### src/hdl/cfba_pkg.sv
// Shared types and constants of the channel fail bit accumulator.
// Used by the top level, the front part and the back part; depends on nothing.
`default_nettype none

package cfba_pkg;

  // Eight tester channels share one fail byte.
  localparam int LANES = 8;
  localparam int GROUP_W = 5;
  localparam int BYTE_W = 8;
  localparam int CCOUNT_W = 9;
  localparam logic [CCOUNT_W-1:0] CCOUNT_RESET = 9'd256;

  // The cursor is five bits wide, so no more than this many groups are ever used.
  localparam int GROUP_LIMIT = 32;

  // Defaults of the top-level parameters.
  localparam int MAX_CHANNELS_DEF = 256;
  localparam int COUNT_WIDTH_DEF = 32;

  // Depth of the queue between front and back and of the result queue.
  localparam int QUEUE_DEPTH = 2;

  // One classified word, handed from the front part to the back part.
  typedef struct packed {
    logic [GROUP_W-1:0] group;
    logic [BYTE_W-1:0]  fail_bits;
    logic [LANES-1:0]   lane_en;
    logic               last;
  } cmd_t;

endpackage

`default_nettype wire

### src/hdl/cfba_front.sv
// Front part: holds the channel count register and the group cursor, and
// classifies each fail word into a command. Depends on cfba_pkg.
`default_nettype none

module cfba_front #(
  parameter int MAX_CHANNELS = cfba_pkg::MAX_CHANNELS_DEF
) (
  input  wire logic                          clk,
  input  wire logic                          rst_n,
  input  wire logic                          cfg_wr_en,
  input  wire logic [cfba_pkg::CCOUNT_W-1:0] cfg_wr_data,
  input  wire logic                          in_push,
  input  wire logic [cfba_pkg::BYTE_W-1:0]   in_fail_bits,
  input  wire logic                          q_full,
  output logic                               q_push,
  output cfba_pkg::cmd_t                     q_cmd
);

  localparam int CW = cfba_pkg::CCOUNT_W;
  localparam int GW = cfba_pkg::GROUP_W;

  logic [CW-1:0] ccount_r;
  logic [GW-1:0] cursor_r, cursor_nxt;
  logic [CW-1:0] n_eff;
  logic [6:0]    groups;
  logic          last;
  logic [cfba_pkg::LANES-1:0] lane_en;

  // Channel count register; counters and cursor are kept across writes.
  always_ff @(posedge clk) begin
    if (!rst_n) begin
      ccount_r <= cfba_pkg::CCOUNT_RESET;
    end else if (cfg_wr_en) begin
      ccount_r <= cfg_wr_data;
    end
  end

  // Effective channel count, group count and end-of-row detection.
  always_comb begin
    if (32'(ccount_r) > MAX_CHANNELS) begin
      n_eff = CW'(MAX_CHANNELS);
    end else begin
      n_eff = ccount_r;
    end
    groups = 7'(({1'b0, n_eff} + 10'd7) >> 3);
    if (groups == '0) begin
      groups = 7'd1;
    end
    last       = ((7'(cursor_r) + 7'd1) >= groups);
    cursor_nxt = last ? '0 : cursor_r + GW'(1);
  end

  // A lane is active when its channel lies below the effective count.
  always_comb begin
    for (int i = 0; i < cfba_pkg::LANES; i++) begin
      lane_en[i] = ({1'b0, cursor_r, 3'(i)} < n_eff);
    end
  end

  assign q_push          = in_push && !q_full;
  assign q_cmd.group     = cursor_r;
  assign q_cmd.fail_bits = in_fail_bits;
  assign q_cmd.lane_en   = lane_en;
  assign q_cmd.last      = last;

  // The cursor moves on with every accepted word.
  always_ff @(posedge clk) begin
    if (!rst_n) begin
      cursor_r <= '0;
    end else if (q_push) begin
      cursor_r <= cursor_nxt;
    end
  end

endmodule

`default_nettype wire

### config.mk
export PLATFORM = sky130hd
export DESIGN_NAME = cfba_front
export DESIGN_NICKNAME = d
export VERILOG_FILES = /design/src/hdl/cfba_pkg.sv /design/src/hdl/cfba_front.sv
export SDC_FILE = /design/constraint.sdc
export NUM_CORES = 1
export LEC_CHECK = 0
export BUFFER_PORTS_ARGS = -buffer_cell sky130_fd_sc_hd__buf_2
export CORE_UTILIZATION = 49
export DETAILED_ROUTE_END_ITERATION = 8
export MAX_ROUTING_LAYER = met4
export PLACE_DENSITY = 0.76
export SYNTH_ARGS = -nofsm -noshare
export SYNTH_HDL_FRONTEND = slang
export SYNTH_SLANG_ARGS = --single-unit
export TNS_END_PERCENT = 1
### constraint.sdc
create_clock -name clk -period 3.1 [get_ports clk]
set_clock_uncertainty 0.2 [all_clocks]
set_input_delay 0.155 -clock clk [delete_from_list [all_inputs] [get_ports clk]]
set_output_delay 0.155 -clock clk [all_outputs]
set_load 0.05 [all_outputs]
After elaboration in Yosys (flattened, before gate mapping). Cells that the tools add are included.

Register bits: 14. Input port bits: 22. Word-level logic and storage cells: 21.

Add/sub/neg operators: 3. Magnitude comparators: 10. Muxes and demuxes: 3. Reductions and logical operators: 3.

Operator list (count): $lt A8 B9 Y1 (8); $add A9 B3 Y10 const B (1); $gt A9 B9 Y1 const B (1); $mux W9 (1); $ge A6 B7 Y1 (1); $logic_not A7 Y1 (1); $mux W7 (1); $add A5 B1 Y6 const B (1); $add A5 B1 Y5 const B (1); $mux W5 (1); $logic_and A1 B1 Y1 (1); $logic_not A1 Y1 (1).

Longest topological paths before layout. Gate-level depths: netlist (run 1).

Depth in word-level cells: 7. Depth in mapped cells: 10.

Worst setup path after synthesis (run 1). OpenSTA, ideal clock, no wires.

Path type: flip-flop to output port. Start: register cursor_r[3]. End: output q_cmd[1] (netlist bit). Arrival time: 2360 ps. Path slack: 385 ps. Cell stages (with the launch flop): 6. Buffers on the path: 0. Path through: dfxtp_1 > ha_1 > a21o_1 > a21oi_1 > o22ai_1 > a21oi_1.

RTL lines: from (decl) (line cfba_front.sv:23) `logic [GW-1:0] cursor_r, cursor_nxt;`; from (signal assigned) (line cfba_front.sv:71) `cursor_r <= cursor_nxt;`; to (decl) (line cfba_front.sv:16) `output cfba_pkg::cmd_t q_cmd`.

==> flow_summary.json, run 1 <==
{
  "outcome": "completed",
  "swShare": 0.359,
  "antenna_cells": 0,
  "layout_min_cycle_time_ns": 2.96,
  "worstSetupStartpoint": "ccount_r[1]",
  "ys_warn_count": 0,
  "port-buffer-count": 28,
  "r2r_slack_ns": 0.46,
  "hp-class": "in -> out",
  "grt_max_degree": 17,
  "synth.avg_cell_area_um2": 8.56,
  "setup_viol": 0,
  "clk_latency_ns": 0.31,
  "power_frac_seq": 0.406,
  "cts_max_path_buffers": 2,
  "grtUsageTotal": 0.242,
  "synth_edf_count": 0,
  "power.switching_mw": 0.181,
  "drive_gt1_frac": 0.230,
  "nets": 214,
  "end_kind": "primary output",
  "async_flop_share": 0,
  "cts_buffers": 3,
  "cp-start-kind": "register",
  "path_clk_slew_ns": 0.09,
  "holdPathEnd": "q_cmd[9]",
  "vdd_drop_max_v": 0.000256,
  "clockRootBuffer": "clkbuf_4",
  "hold_viol_final": 0,
  "pin_count": 45,
  "seq_area_frac_synth": 0.234,
  "dr.first_iter.drc_count": 10,
  "final_cell_area_um2": 1510,
  "slew_headroom": 0.654,
  "htreeDepth": 1,
  "synth_nets": 175,
  "grt_pass1_wl_um": 4530,
  "max_slew.worst_pin.slew_ns": 0.519,
  "fillers": 189,
  "ant_nets": 0,
  "drt-pass1-iter-count": 4,
  "clock_power_share": 0.288,
  "drc": 0,
  "reg2regPathDepth": 9,
  "synth_area_leader_cell": "dfxtp_1",
  "cap_violations": 0,
  "setup_tns_ns": 0,
  "arrival_ns": 2.61,
  "worst_slack_ns": 0.139,
  "syn2layout_area_growth_pct": 26.0,
  "die_y_um": 51.5,
  "cts_tree": "yes",
  "combPwrFrac": 0.306,
  "synthCells": 140,
  "gr-total-overflow": 0,
  "area.sequential_um2": 282,
  "row_count": 17,
  "grt_pass1_vias": 1057,
  "synth_ff_type": "dfxtp_1",
  "die_area_um2": 2650,
  "antenna_found_initial": 0,
  "p_total_mw": 0.504,
  "design.core.area_um2": 2250,
  "wl_per_cell_um": 13.8,
  "rsz0062_at_grt": "no",
  "yosysMostFrequentCell": "dfxtp_1",
  "ys_seq_elements": 14,
  "min-delay-start": "in_fail_bits[0]",
  "instances_no_fill": 206,
  "powerDensity_nw_per_um2": 333,
  "cts_setup_buffers": 0,
  "die_w_um": 51.5,
  "placed_area_um2": 1290,
  "vias": 1111,
  "path_max_fanout": 7,
  "yosys-top-cells-count": "dfxtp_1, ha_1, nand2_1, a21oi_1, nor2b_1",
  "reg2reg_from": "ccount_r[1]",
  "fin_util": 0.670,
  "pre_cts_slack_ns": 0.474,
  "vias_per_cell": 5.39,
  "multi_input_area_um2": 815,
  "yosys.area.top_type_share": 0.234,
  "ys_top_cells_by_area": "dfxtp_1, ha_1, mux2i_1",
  "hold_slack_ns": 0.110,
  "start_util": 0.532,
  "max_freq_mhz": 338,
  "maxSlewViolCount": 0,
  "p_int_mw": 0.323,
  "globalplace.congestion": 0.870,
  "min_path_cells": 0,
  "final.period_utilization": 0.955,
  "p_leak_nw": 0.696,
  "cts_sinks": 14,
  "synth_cell_types": 38,
  "netlist_area_um2": 1200,
  "dp_cells": 184,
  "path_class": "reg -> out",
  "place_hpwl_um": 1900,
  "drt_wl_total_um": 2840,
  "worstPathRequired_ns": 2.74,
  "rr_endpoint": "cursor_r[2]"
}
==> layer usage <==
metal / vias to the layer above / GRT usage / part of all wire
met1: 513 / 0.268 / 0.43
met3: 9 / 0.0655 / 0.048
met2: 27 / 0.396 / 0.49
li1: 562 / - / -
met5: - / - / 0
met4: 0 / 0.126 / 0.023
==> placed cells by master, fill, tap and decap left out, types with 2 or more instances in the layout <==
cell type	Yosys	final
nor2_1	4	4
a31oi_1	2	2
dfxtp_1	14	13
nand2b_1	9	9
a21o_1	3	3
nand2_1	12	12
mux2i_1	9	9
a21oi_1	11	11
clkbuf_4	0	3
nand3_1	5	5
buf_2	2	28
nor2b_1	11	11
dlygate4sd3_1	0	18
o21ai_1	4	4
xnor2_1	5	5
inv_1	5	5
ha_1	13	13
==> logic make-up after synthesis <==
group,count (synthesis),synth area share
multiplexers,9,0.0752
adder cells (fa/ha/maj),13,0.136
flip-flops,14,0.234
AND/OR/NAND/NOR,50,0.261
buffers and inverters,18,0.0866
AO/OA/AOI/OAI,30,0.164
XOR/XNOR,6,0.0438
==> registers in the layout, indices dropped and copies added (netlist names) <==
name      count
ccount_r      9
cursor_r      5
==> area by class of cell <==
class	count	share of cell area
multi-input cells	108	0.539
repair buffers	46	0.212
inverters	6	0.0149
well taps	28	0.0232
flip-flops and latches	14	0.186
clock buffers	4	0.0240
==> critical path: stages, from the launching register on <==
cell	delay, ns
dfxtp_1	0.38
or3_4	0.44
nor3_1	0.24
nor3b_2	0.08
ha_1	0.26
nand2b_1	0.14
a31oi_1	0.32
or2_1	0.18
nand2_1	0.05
buf_2	0.20
==> repair_timing <==
item	in CTS	in global routing
endpoints found under the setup margin	0	1
hold buffers	18	0
gates resized for setup	0	1
endpoints found under the hold margin	9	0
==> how the worst max path moves through the flow <==
stage / endpoint / slack, ns / cells after the start
after floorplan: q_cmd[1] / 0.38 / 5
after global placement: q_cmd[0] / 0.55 / 9
after detailed placement: cursor_r[2] / 0.47 / 9
after CTS: q_cmd[0] / 0.15 / 9
after global routing: q_cmd[0] / 0.01 / 9
final: q_cmd[0] / 0.14 / 9
==> power groups by stage <==
stage | sequential [mW] | combinational (mW) | clock, mW
6_report | 0.204 | 0.154 | 0.145
5_1_grt | 0.206 | 0.165 | 0.152
4_1_cts | 0.203 | 0.151 | 0.142
3_5_place_dp | 0.207 | 0.133 | 0
3_3_place_gp | 0.206 | 0.130 | 0
2_1_floorplan | 0.207 | 0.131 | 0
Power figures use the tool's default switching activity.
==> run 2, diff against run 1 <==
Settings changed: CORE_UTILIZATION 49 to 40, PLACE_DENSITY 0.76 to 0.63, RECOVER_POWER set to 25.
==> run 2 against run 1 <==
Against the previous run:
- largest cell class unchanged
- clock power shrank 24%
- global-route usage shrank 6.2 points
- non-clock buffer count shrank 1
- largest power group unchanged
- wire length shrank 6.2%
- utilization shrank 14 points
- flip-flop and latch count is the same
- the flow now finishes with violations (DRC)
- register-to-register slack gained 0.07 ns
- via count shrank 0.27%
- design area shrank 1.4%
==> flow_summary.json, run 2 (synthesized netlist as in run 1, its figures left out) <==
{
  "violations": "DRC",
  "grt_pass1_wl_um": 4420,
  "final_cell_area_um2": 1490,
  "path_clk_slew_ns": 0.09,
  "grt_pass1_vias": 1065,
  "cap_violations": 0,
  "hp-class": "in -> reg",
  "port-buffer-count": 28,
  "grt_max_degree": 17,
  "clk_latency_ns": 0.28,
  "hold_viol_final": 0,
  "rsz0062_at_grt": "no",
  "clockRootBuffer": "clkbuf_4",
  "cp-start-kind": "register",
  "cts_setup_buffers": 0,
  "fillers": 273,
  "wl_per_cell_um": 12.9,
  "htreeDepth": 1,
  "antenna_cells": 0,
  "path_class": "reg -> out",
  "vias_per_cell": 5.35,
  "grtUsageTotal": 0.180,
  "setup_viol": 0,
  "place_hpwl_um": 2000,
  "cts_tree": "yes",
  "die_area_um2": 3220,
  "maxSlewViolCount": 0,
  "p_leak_nw": 0.679,
  "ant_nets": 0,
  "nets": 213,
  "die_y_um": 56.7,
  "die_w_um": 56.7,
  "antenna_found_initial": 0,
  "setup_tns_ns": 0,
  "drt-pass1-iter-count": 6,
  "end_kind": "primary output",
  "cts_buffers": 3,
  "layout_min_cycle_time_ns": 2.92,
  "final.period_utilization": 0.941,
  "cts_max_path_buffers": 2,
  "cts_sinks": 14,
  "globalplace.congestion": 0.766,
  "max_freq_mhz": 343,
  "drt_wl_total_um": 2660,
  "drc": 6,
  "outcome": "complete, but fails checks",
  "arrival_ns": 2.56,
  "placed_area_um2": 1300,
  "gr-total-overflow": 0,
  "worstPathRequired_ns": 2.74,
  "start_util": 0.427,
  "max_slew.worst_pin.slew_ns": 0.590,
  "final_cell_mix": "buf_2, dlygate4sd3_1, ha_1, dfxtp_1, nand2_1",
  "drive_gt1_frac": 0.222,
  "design.core.area_um2": 2810,
  "dr.first_iter.drc_count": 26,
  "syn2layout_area_growth_pct": 24.2,
  "powerDensity_nw_per_um2": 312,
  "slew_headroom": 0.608,
  "pin_count": 45,
  "vdd_drop_max_v": 0.000230,
  "largest-register": "ccount_r",
  "top_regs": "ccount_r x9, cursor_r x5",
  "path_max_fanout": 7,
  "mostFrequentLayoutCell": "buf_2",
  "vias": 1108,
  "largest_reg_flops": 9,
  "row_count": 19
}
==> run 2: changes by cell type in the layout (fill, tap and decap cells not counted) <==
cell,delta
clkbuf_8,-1
buf_2,-1
dlygate4sd3_1,-1
clkbuf_1,+1
==> run 2: final timing paths <==
kind | from | end | slack (ns) | depth (start not counted)
worst max-delay path | ccount_r[1] | q_cmd[0] | 0.18 | 9
worst min-delay path | rst_n | ccount_r[3] | 0.02 | 2
worst max register to register | ccount_r[1] | cursor_r[2] | 0.53 | 9
worst min register to register | cursor_r[1] | cursor_r[1] | 0.32 | 2
==> run 2: cell type report <==
class,count,area [um2],area share
Tap cell,31,38.8,0.0261
Timing Repair Buffer,45,309,0.208
Clock buffer,3,22.5,0.0151
Multi-Input combinational cell,108,815,0.547
Sequential cell,14,282,0.189
Inverter,6,22.5,0.0151
==> run 2: what timing repair did <==
item / 4_1_cts / 5_1_grt
setup endpoints to repair: 0 / 1
gates resized for setup: 0 / 1
hold buffers: 17 / 0
endpoints found under the hold margin: 9 / 0
==> run 2: report_power, final <==
group	total [mW]	switching [mW]	leakage, nW	internal, mW
clock	0.110	0.0651	0.0138	0.0451
combinational	0.151	0.0895	0.551	0.0617
sequential	0.203	0.0147	0.115	0.188
==> run 2: through the flow <==
stage	hold slack, ns	setup slack [ns]	instances	power [mW]	utilization
4_1_cts	0.00810	0.160	207	0.469	0.531
3_3_place_gp	0.110	0.532	187	0.337	0.462
5_1_grt	0.0230	0.0670	207	0.491	0.531
6_report	0.0189	0.183	207	0.464	0.531
3_5_place_dp	0.110	0.468	187	0.341	0.462
2_1_floorplan	0.0835	0.385	140	0.337	-
==> run 2: worst max-delay path, cell delays in order, from the launching register on <==
cell	delay, ns
dfxtp_1	0.37
or3_4	0.43
nor3_1	0.23
nor3b_2	0.07
ha_1	0.27
nand2b_1	0.14
a31oi_1	0.32
or2_1	0.18
nand2_1	0.05
buf_2	0.21
==> run 2: routing by layer <==
layer  wire length, um  part of all wire  vias up  global-route usage
li1                  -                 -      559                   -
met1              1190              0.45      524               0.207
met2              1350              0.51       21               0.310
met3                98             0.037        4              0.0323
met4                23            0.0086        0              0.0697
met5                 0                 0        -                   -
