===== src/hdl/cfba_fifo.sv =====
// Small register-based queue with push/pop, full/empty and fill count.
// Depends on nothing; used for the command queue and the result queue.
`default_nettype none

module cfba_fifo #(
  parameter int WIDTH = 8,
  parameter int DEPTH = 2
) (
  input  wire logic                       clk,
  input  wire logic                       rst_n,
  input  wire logic                       push,
  input  wire logic [WIDTH-1:0]           wdata,
  input  wire logic                       pop,
  output logic      [WIDTH-1:0]           rdata,
  output logic                            full,
  output logic                            empty,
  output logic      [$clog2(DEPTH+1)-1:0] count
);

  localparam int PTR_W = (DEPTH > 1) ? $clog2(DEPTH) : 1;
  localparam int CNT_W = $clog2(DEPTH + 1);

  logic [WIDTH-1:0] ent_r [DEPTH];
  logic [PTR_W-1:0] wr_ptr_r, wr_ptr_nxt;
  logic [PTR_W-1:0] rd_ptr_r, rd_ptr_nxt;
  logic [CNT_W-1:0] cnt_r, cnt_nxt;
  logic             push_fire;
  logic             pop_fire;

  assign full      = (cnt_r == CNT_W'(DEPTH));
  assign empty     = (cnt_r == '0);
  assign count     = cnt_r;
  assign rdata     = ent_r[rd_ptr_r];
  assign push_fire = push && !full;
  assign pop_fire  = pop && !empty;

  // Pointer and count updates, with wrap at the queue depth.
  always_comb begin
    wr_ptr_nxt = wr_ptr_r;
    rd_ptr_nxt = rd_ptr_r;
    cnt_nxt    = cnt_r;
    if (push_fire) begin
      wr_ptr_nxt = (wr_ptr_r == PTR_W'(DEPTH - 1)) ? '0 : wr_ptr_r + PTR_W'(1);
    end
    if (pop_fire) begin
      rd_ptr_nxt = (rd_ptr_r == PTR_W'(DEPTH - 1)) ? '0 : rd_ptr_r + PTR_W'(1);
    end
    if (push_fire && !pop_fire) begin
      cnt_nxt = cnt_r + CNT_W'(1);
    end else if (pop_fire && !push_fire) begin
      cnt_nxt = cnt_r - CNT_W'(1);
    end
  end

  always_ff @(posedge clk) begin
    if (!rst_n) begin
      wr_ptr_r <= '0;
      rd_ptr_r <= '0;
      cnt_r    <= '0;
    end else begin
      wr_ptr_r <= wr_ptr_nxt;
      rd_ptr_r <= rd_ptr_nxt;
      cnt_r    <= cnt_nxt;
    end
  end

  // Entry storage; payload needs no reset.
  always_ff @(posedge clk) begin
    if (push_fire) begin
      ent_r[wr_ptr_r] <= wdata;
    end
  end

endmodule

`default_nettype wire


===== config.mk =====
export PLATFORM = sky130hd
export DESIGN_NAME = cfba_fifo
export DESIGN_NICKNAME = d
export VERILOG_FILES = /design/src/hdl/cfba_fifo.sv
export SDC_FILE = /design/constraint.sdc
export NUM_CORES = 1
export LEC_CHECK = 0
export BUFFER_PORTS_ARGS = -buffer_cell sky130_fd_sc_hd__buf_4
export CORE_MARGIN = 4
export CORE_UTILIZATION = 48
export DETAILED_ROUTE_END_ITERATION = 12
export PLACE_DENSITY = 0.83
export SLEW_MARGIN = 40
export SYNTH_ARGS = -nofsm -noshare
export SYNTH_HDL_FRONTEND = slang
export SYNTH_SLANG_ARGS = --single-unit

===== constraint.sdc =====
create_clock -name clk -period 2.37 [get_ports clk]
set_clock_uncertainty 0.2 [all_clocks]
set_input_delay 0.3555 -clock clk [delete_from_list [all_inputs] [get_ports clk]]
set_output_delay 0.3555 -clock clk [all_outputs]
set_load 0.02 [all_outputs]

* After elaboration in Yosys (flattened, before gate mapping)
Memories as Yosys holds them, arrays and structs flattened. A register that Yosys moved wholly into a read port is not among the register bits. Index checks and enable logic that the tools add are counted.
Storage, ports and cells: flip-flop bits (word level) 4, bits in writable memories 16, word-level logic and storage cells 27, memories kept 1
Memories:
- ent_r | depth 2, width 8, rd ports 1, clocked after Yosys merged registers in 1, write ports 1, RTL line 23 | logic [WIDTH-1:0] ent_r [DEPTH];
Cells by class: eq/ne operators 1, add/sub/neg operators 4, reduce and logical (&&, ||, !) cells 10, muxes and demuxes 8
Operators with widths (number):
- $mux 1 | 6
- $logic_and 1x1->1 | 4
- $logic_not 1->1 | 4
- $mux 2 | 2
- $add 1x1->1 const B | 2
- $add 2x1->2 const B | 1
- $eq 2x2->1 const B | 1
- $logic_not 2->1 | 1
- $reduce_bool 2->1 | 1
- $sub 2x1->2 const B | 1

* Longest topological paths before layout
Gate-level depths: netlist (run 1).
word-level depth 7, depth in mapped cells 7

* Worst setup path after synthesis (run 1)
No wires, ideal clock.
path type reg-to-reg, start point reg cnt_r[0] (netlist: count[0]), end point reg cnt_r[1] (netlist: count[1]), clock period less this slack 1853 ps, slack 517 ps, setup time 70 ps, cell stages (with the launch flop) 7, data arrival time 1583 ps, cells stage by stage dfxtp_1 -> nand2b_1 -> inv_2 -> nor2_1 -> ha_1 -> or3_1 -> a21boi_1
On the way: word-level cells in the longest chain between the ends 6, elaborated cells on any way between the ends 15, those cells by class 2 x add/sub; 1 x eq/ne; 2 x mux; 10 x reduce/logical
Ends and longest elaborated chain:
- from (decl) | RTL line 26 | logic [CNT_W-1:0] cnt_r, cnt_nxt;
- from (signal assigned) | RTL line 63 | cnt_r <= cnt_nxt;
- $eq 2x2->1 * | RTL line 30 | assign full = (cnt_r == CNT_W'(DEPTH));
- net full | RTL line 15 | output logic full,
- $logic_not 1->1 * | RTL line 34 | assign push_fire = push && !full;
- $logic_and 1x1->1 * | RTL line 34
- $logic_not 1->1 | RTL line 50 | end else if (pop_fire && !push_fire) begin
- $logic_and 1x1->1 | RTL line 50
- $reduce_bool 2->1 (no line)
Mark *: on every way through the listed nets, which the timed path passes. The rest lies on a longest branch. The select of a mux whose other input is x is not followed. A chain may end at the register's enable or synchronous reset.

==> results of run 1 <==
==> final cells by class <==
cell class                 instances  area, sq um
sequential                        21        580.6
clock buffer                       4        26.28
tap                               16        20.02
fill                             129        510.5
inverter                           2        7.507
multi-input combinational         26        216.5
timing repair buffer              24        180.2
==> Yosys cell counts, types with 2 or more instances <==
| library cell | number | area (sq um) |
|---|---|---|
| edfxtp_1 | 16 | 480.5 |
| mux2_2 | 8 | 90.09 |
| dfxtp_1 | 5 | 100.1 |
| and2_1 | 3 | 18.77 |
| nor2_1 | 2 | 7.510 |
| xnor2_1 | 2 | 17.52 |
==> critical path: stages (launching register included) <==
cell     delay [ns]
dfxtp_1        0.55
mux2_2         0.38
buf_4          0.16
==> worst paths after layout <==
kind | slack [ns] | endpoint | startpoint
hold / removal | 0.04 | ent_r[1][3] | wdata[3]
setup / recovery | 0.44 | rdata[1] | flip-flop
setup reg to reg | 0.57 | count[1] | count[0]
hold reg to reg | 0.35 | count[1] | count[1]
==> metal layers <==
layer  track usage [%]  vias up
li1                  -      235
met1             12.40      220
met2             21.03       11
met3             4.281        0
met4             4.036        0
met5                 0        -
==> stage by stage <==
step / worst slack [ns] / total power [mW]
2_1_floorplan: 0.5170 / 0.8056
3_3_place_gp: 0.6612 / 0.9673
3_5_place_dp: 0.5656 / 0.9833
4_1_cts: 0.4161 / 1.143
5_1_grt: 0.3562 / 1.203
6_report: 0.4434 / 1.132
==> cells by family after synthesis <==
family,synth area share (%)
flip-flops,71.72
multiplexers,11.13
AND/OR/NAND/NOR,6.803
AO/OA/AOI/OAI,4.018
buffers and inverters,1.544
adder cells (fa/ha/maj),1.545
XOR/XNOR,3.246
==> registers in the layout, summed over array words and instances, names as in the netlist, named ones only <==
register and flops:
ent_r 16, rd_ptr_r 1, count 2, wr_ptr_r 1
==> power by group <==
part           leakage (nW)  total [mW]  switching, mW  internal, mW
logic                 0.206       0.446          0.224         0.222
clock network        0.0150       0.164         0.0989        0.0653
registers             0.191       0.522         0.0526         0.470
==> flow_metrics.tcl, run 1 <==
set metrics [dict create \
    antenna_found_initial 0 \
    status "finished clean" \
    core_area_sq_mm 0.001541 \
    cp.required_ns 1.81 \
    io_buffers 23 \
    cp_max_fo 8 \
    placed_area_sq_mm 0.001005 \
    finalSetupViolCount 0 \
    post-route-min-period_ns 1.927 \
    ys.flop_type "edfxtp_1" \
    n_antenna_cell 0 \
    place_congestion 0.7470 \
    stdcell_count 93 \
    grt_pass1_wl_um 2214 \
    drv_slew 0 \
    synth.distinct_cells 20 \
    dp_hpwl_um 989.9 \
    vias 466 \
    grt-ovfl-total 0 \
    totalWireLength_um 1310 \
    die_w_um 49.07 \
    cts_buffers 3 \
    first_pass_iters 4 \
    yosys_warnings 0 \
    grt_util_all_layers_pct 11.75 \
    synth_edf_count 16 \
    fin_setup_tns_ns 0 \
    drive_gt1_share_pct 48.05 \
    finalHoldViolCount 0 \
    mostFrequentLayoutCells "buf_4 (24), edfxtp_1 (16), mux2_2 (8)" \
    clock_sinks 21 \
    ys_seq_area_share_pct 71.72 \
    fin_crit_sh_pct 81.29 \
    syn-cell-area_sq_um 809.5 \
    synthCells 50 \
    async_flop_share_pct 0 \
    die-area_sq_mm 0.002407 \
    start_kind "flip-flop" \
    wl_met3_um 73 \
    cts_max_level 1 \
    crit_arrival_ns 1.37 \
    final_antenna_net_count 0 \
    cts_buffer_depth 2 \
    rsz0062_at_grt "false" \
    fin_nets 91 \
    wl_met1_um 530 \
    place_inst 89 \
    ioPinCount 24 \
    grt_pass1_vias 500 \
    grt_max_degree 12 \
    cellPowerDensity_mw_per_mm2 1098 \
    cts_resized 0 \
    cts_tree "built" \
    cts_hold_buf 0 \
    synthToLayoutAreaGrowth_pct 27.36 \
    worst_pin_slew_ns 0.4077 \
    cts_setup_buffers 0 \
    start_util_pct 52.52 \
    ir_drop_mv 0.6311 \
    finish.instance_area_sq_mm 0.001031 \
    drt-initial-drc-count 5 \
    rows 14 \
    slew_headroom_pct 72.67 \
    dieHeight_um 49.07 \
    syn_nets 63 \
    insertion_delay_ns 0.28 \
    rr_worst_depth 6 \
    clk_pin_slew_ns 0.11 \
    endpoint_kind "output pin" \
    min_path_type "in2reg" \
    min_delay_path_depth 1 \
    cap_viol_max_count 0 \
    wl_per_cell_um 14.09 \
    post-route-util_pct 66.88 \
    worstSetupPathType "reg2out" \
    drc 0 \
    wl_met2_um 706 \
    synth-seq-cells 21 \
    via_per_inst 5.011 \
    syn_area_per_cell_sq_um 16.19 \
    top_layer "met3" \
    p_leak_nw 0.4122 \
    hold_ws_ns 0.04085 \
    fmax_ghz 0.5191 \
    cts_root_buf "clkbuf_4" \
    mostFrequentLayoutCell "buf_4" \
]
Note: power is estimated with default switching activity, not from simulation.
==> run 2: changes to the inputs <==
==> constraint.sdc (replaced) <==
create_clock -name clk -period 1.83 [get_ports clk]
set_clock_uncertainty 0.2 [all_clocks]
set_input_delay 0.2745 -clock clk [delete_from_list [all_inputs] [get_ports clk]]
set_output_delay 0.2745 -clock clk [all_outputs]
set_load 0.02 [all_outputs]
==> run 2 against run 1 <==
  * Sequential share of layout area is 4.1 points lower
  * Critical path depth is 4 higher
  * Count of clock-buffer cells in the layout stayed put
  * Cell area is 9.1% higher
  * Global-route usage is 0.28 points lower
  * Utilization is 6.1 points higher
  * Total power is 33% higher
  * Via count is 7.5% higher
==> flow_metrics.tcl, run 2 (synthesis results as in run 1) <==
set metrics [dict create \
    status "finished clean" \
    min_delay_path_depth 2 \
    grt_pass1_vias 472 \
    power_mw 1.509 \
    io_buffers 23 \
    hold_ws_ns 0.009828 \
    vias 501 \
    insertion_delay_ns 0.29 \
    crit_chain "nand2b_4 -> inv_2 -> nor2_1 -> ha_1 -> or3_1 -> a21boi_1" \
    mostFrequentLayoutCell "buf_4" \
    grt_pass1_wl_um 2132 \
    clk_pin_slew_ns 0.10 \
    drive_gt1_share_pct 48.24 \
    nFillCells 109 \
    finalSetupViolCount 0 \
    slew_headroom_pct 75.11 \
    crit_arrival_ns 1.76 \
    fin_setup_tns_ns 0 \
    rsz0062_at_grt "false" \
    largest_register_ffs 16 \
    start_util_pct 52.52 \
    drv_slew 0 \
    r2r_end "count[1]" \
    clock_sinks 21 \
    fin_ws_ns 0.08513 \
    cts_max_level 1 \
    core_area_sq_mm 0.001541 \
    finalHoldViolCount 0 \
    endpoint_kind "flip-flop" \
    n_antenna_cell 0 \
    critPathMaxStageDelay_ns 0.38 \
    die-area_sq_mm 0.002407 \
    r2r_start "count[0]" \
    worst_pin_slew_ns 0.3733 \
    rows 14 \
    grt_max_degree 12 \
    cp_top_family "simple AND/OR/NAND/NOR gates" \
    hold_end "wr_ptr_r" \
    cts_setup_buffers 0 \
    dieHeight_um 49.07 \
    r2r_slack_ns 0.09 \
    fmax_ghz 0.5731 \
    antenna_found_initial 0 \
    cellPowerDensity_mw_per_mm2 1342 \
    cts_buffers 3 \
    p_leak_nw 0.4502 \
    mostFrequentLayoutCells "buf_4 (24), edfxtp_1 (16), mux2_2 (8), dlygate4sd3_1 (8)" \
    worstSetupPathType "reg2reg" \
    pre_cts_ws_ns 0.09716 \
    cp.required_ns 1.85 \
    post-route-min-period_ns 1.745 \
    grt-ovfl-total 0 \
    via_per_inst 4.960 \
    finish.instance_area_sq_mm 0.001125 \
    path_buf_inv 1 \
    top_register "ent_r" \
    min_path_type "in2reg" \
    fin_crit_sh_pct 95.35 \
    fin_nets 99 \
    cp_max_fo 6 \
    first_pass_iters 4 \
    critPathSlowestCell "dfxtp_4" \
    drt-initial-drc-count 5 \
    cts_buffer_depth 2 \
    place_inst 89 \
    start_kind "flip-flop" \
    cap_viol_max_count 0 \
    synthToLayoutAreaGrowth_pct 38.95 \
    cts_root_buf "clkbuf_4" \
    place_congestion 0.6936 \
    post-route-util_pct 72.97 \
    placed_area_sq_mm 0.001006 \
    ioPinCount 24 \
    drc 0 \
    wl_per_cell_um 13.24 \
    final_antenna_net_count 0 \
    min_from "rst_n" \
    grt_util_all_layers_pct 11.46 \
    cts_tree "built" \
    totalWireLength_um 1337 \
    rr_worst_depth 6 \
    die_w_um 49.07 \
    ir_drop_mv 0.9372 \
    stdcell_count 101 \
]
run 2: metal layers:
layer | wire (um) | vias up | GRT usage [%]
met1 | 558 | 228 | 13.87
li1 | - | 256 | -
met2 | 676 | 15 | 18.24
met4 | 8 | 0 | 4.036
met5 | 0 | - | 0
met3 | 93 | 2 | 4.587
run 2: worst max path at each step:
stage,start,to,slack [ns],cells past startpoint
after global routing,flip-flop,rdata[7],0.02,2
after floorplan,count[1],count[1],0.007,6
after global placement,count[0],count[1],0.17,6
after CTS,flip-flop,rdata[4],0.08,2
after detailed placement,count[0],count[1],0.1,6
final,count[0],count[1],0.09,6
run 2: cell type report:
cell class	instances	area [sq um]	share of cell area [%]
Sequential cell	21	586.8	52.17
Multi-Input combinational cell	26	224.0	19.91
Clock buffer	4	26.28	2.336
Inverter	2	7.507	0.6674
Tap cell	16	20.02	1.780
Timing Repair Buffer	32	260.3	23.14
run 2: where the power goes:
| group | total [mW] | internal [mW] | switching, mW |
|---|---|---|---|
| sequential | 0.694 | 0.618 | 0.0760 |
| combinational | 0.608 | 0.309 | 0.298 |
| clock | 0.208 | 0.0847 | 0.123 |
| total | 1.51 | 1.01 | 0.497 |
run 2: repair_timing:
action | 4_1_cts | 5_1_grt
hold buffers | 8 | 0
resized for setup | 1 | 3
endpoints found under the setup margin | 8 | 1
pin swaps | 0 | 1
endpoints found under the hold margin | 16 | 0
==> run 3: changes to the inputs <==
--- a/config.mk
+++ b/config.mk
@@ -5,6 +5,7 @@
 export SDC_FILE = /design/constraint.sdc
 export NUM_CORES = 1
 export LEC_CHECK = 0
+export ABC_AREA = 1
 export BUFFER_PORTS_ARGS = -buffer_cell sky130_fd_sc_hd__buf_4
 export CORE_MARGIN = 4
 export CORE_UTILIZATION = 48
==> run 3 against run 2 <==
  * Flip-flop and latch count unchanged
  * Register-to-register slack better by 0.09 ns
  * Non-clock buffer count is 1 lower
  * Total power down 2.8%
  * Routed wire length up 15%
  * Critical path depth is 4 lower
  * Area after synthesis grew 1.7%
  * Synthesized cell count is 26% higher
  * Count of clock-buffer cells in the layout stayed put
  * Maximum frequency down 1.5%
  * Critical path type is now reg2out
==> flow_metrics.tcl, run 3 <==
set metrics [dict create \
    async_flop_share_pct 0 \
    cts_tree "built" \
    r2r_start "count[1]" \
    synthCells 63 \
    synth_edf_count 16 \
    dp_hpwl_um 1164 \
    drive_gt1_share_pct 40.21 \
    via_per_inst 4.929 \
    yosysTopAreaCellShare_pct 58.36 \
    place_congestion 0.7392 \
    die-area_sq_mm 0.002442 \
    finish.instance_area_sq_mm 0.001120 \
    antenna_found_initial 0 \
    totalWireLength_um 1534 \
    start_kind "flip-flop" \
    yosys.area.top_type "edfxtp_1" \
    drv_slew 0 \
    fin_setup_tns_ns 0 \
    fmax_ghz 0.5648 \
    grt_max_degree 12 \
    cts_buffer_depth 2 \
    rows 14 \
    top_layer "met4" \
    synth-seq-cells 21 \
    syn_nets 76 \
    n_antenna_cell 0 \
    endpoint_kind "output pin" \
    place_inst 101 \
    stdcell_count 113 \
    status "finished clean" \
    rsz0062_at_grt "false" \
    synthToLayoutAreaGrowth_pct 36.02 \
    final_antenna_net_count 0 \
    power_mw 1.468 \
    ys_top_cells_by_count "edfxtp_1 (16), nor2_1 (10), inv_1 (8), mux2_2 (8), nand2_1 (6)" \
    insertion_delay_ns 0.30 \
    finalHoldViolCount 0 \
    post-route-min-period_ns 1.771 \
    min_path_type "in2reg" \
    wl_met2_um 795 \
    core_area_sq_mm 0.001559 \
    syn_area_per_cell_sq_um 13.07 \
    die_w_um 49.42 \
    yosys_warnings 0 \
    cp.required_ns 1.36 \
    p_leak_nw 0.4699 \
    grt_pass1_wl_um 2573 \
    wl_met1_um 610 \
    drc 0 \
    fin_nets 111 \
    mostFrequentLayoutCells "buf_4 (23), edfxtp_1 (16), nor2_1 (10)" \
    finalSetupViolCount 0 \
    grt_pass1_vias 619 \
    rr_worst_depth 9 \
    hold_ws_ns 0.02211 \
    grt-ovfl-total 0 \
    start_util_pct 52.81 \
    cts_max_level 1 \
    crit_arrival_ns 1.30 \
    io_buffers 23 \
    wl_per_cell_um 13.58 \
    cellPowerDensity_mw_per_mm2 1311 \
    drt-initial-drc-count 7 \
    worst_pin_slew_ns 0.6717 \
    syn-cell-area_sq_um 823.3 \
    vias 557 \
    worstSetupPathType "reg2out" \
    ys.flop_type "edfxtp_1" \
    fin_crit_sh_pct 96.76 \
    cts_buffers 3 \
    wl_met3_um 94 \
    synth_area_leaders "edfxtp_1 (58%), dfxtp_1 (12%), mux2_2 (11%)" \
    cp_max_fo 8 \
    clock_sinks 21 \
    grt_util_all_layers_pct 14.22 \
    ys_seq_area_share_pct 70.52 \
    ir_drop_mv 0.7531 \
    placed_area_sq_mm 0.001011 \
    min_delay_path_depth 3 \
    cts_root_buf "clkbuf_4" \
    clk_pin_slew_ns 0.11 \
    cap_viol_max_count 0 \
    top_register "ent_r" \
    largest_register_ffs 16 \
    min_from "rst_n" \
    first_pass_iters 4 \
    synth_most_common_cell "edfxtp_1" \
    synth.distinct_cells 15 \
    mostFrequentLayoutCell "buf_4" \
    cts_setup_buffers 0 \
    dieHeight_um 49.42 \
    ioPinCount 24 \
    slew_headroom_pct 55.05 \
]
-- run 3: power by group --
group	switching (mW)	internal (mW)	leakage [nW]	total, mW
Combinational	0.324	0.251	0.264	0.575
Sequential	0.0621	0.613	0.191	0.675
Clock	0.132	0.0850	0.0150	0.217
Total	0.519	0.949	0.470	1.47
-- run 3: critical path, cell delays in order, from the launching register on --
cell	delay (ns)
dfxtp_2	0.45
mux2_2	0.38
buf_4	0.16
-- run 3: final cells by class --
type | instances | area (sq um)
Inverter | 9 | 33.78
Multi-Input combinational cell | 32 | 203.9
Clock buffer | 4 | 26.28
Timing Repair Buffer | 31 | 252.7
Sequential cell | 21 | 583.1
Tap cell | 16 | 20.02
Fill cell | 109 | 439.2
-- run 3: routing by layer --
| layer | global-route usage, % | vias to the layer above |
|---|---|---|
| met1 | 14.23 | 249 |
| li1 | - | 283 |
| met3 | 3.670 | 5 |
| met2 | 26.12 | 20 |
| met4 | 8.295 | 0 |
| met5 | 0 | - |
-- run 3: path summary, 6_finish.rpt --
kind	to	slack [ns]
setup / recovery	rdata[0]	0.06
hold / removal	count[1]	0.02
setup reg to reg	count[1]	0.18
hold reg to reg	count[0]	0.32
-- run 3: stage by stage --
step | worst slack [ns] | util, %
3_3_place_gp | 0.2292 | 64.85
2_1_floorplan | 0.05900 | -
3_5_place_dp | 0.1394 | 64.85
6_report | 0.05937 | 71.83
5_1_grt | 0.001675 | 71.83
4_1_cts | 0.05721 | 71.75
-- run 3: cells by family (layout without fill, tap and decap cells) --
| group | Yosys count | in the layout | share of synthesized area [%] |
|---|---|---|---|
| DFF | 21 | 21 | 70.52 |
| and+or+nand+nor | 19 | 19 | 9.423 |
| buffers and inverters | 10 | 44 | 4.710 |
| muxes | 8 | 8 | 10.94 |
| AOI/OAI and AO/OA | 4 | 4 | 2.887 |
| adders and majority gates | 1 | 1 | 1.520 |
-- run 3: what timing repair did --
item / CTS / global route
hold buffers: 8 / 0
setup endpoints to repair: 8 / 1
gates resized for setup: 1 / 1
hold endpoints to repair: 16 / 0
pin swaps: 0 / 0
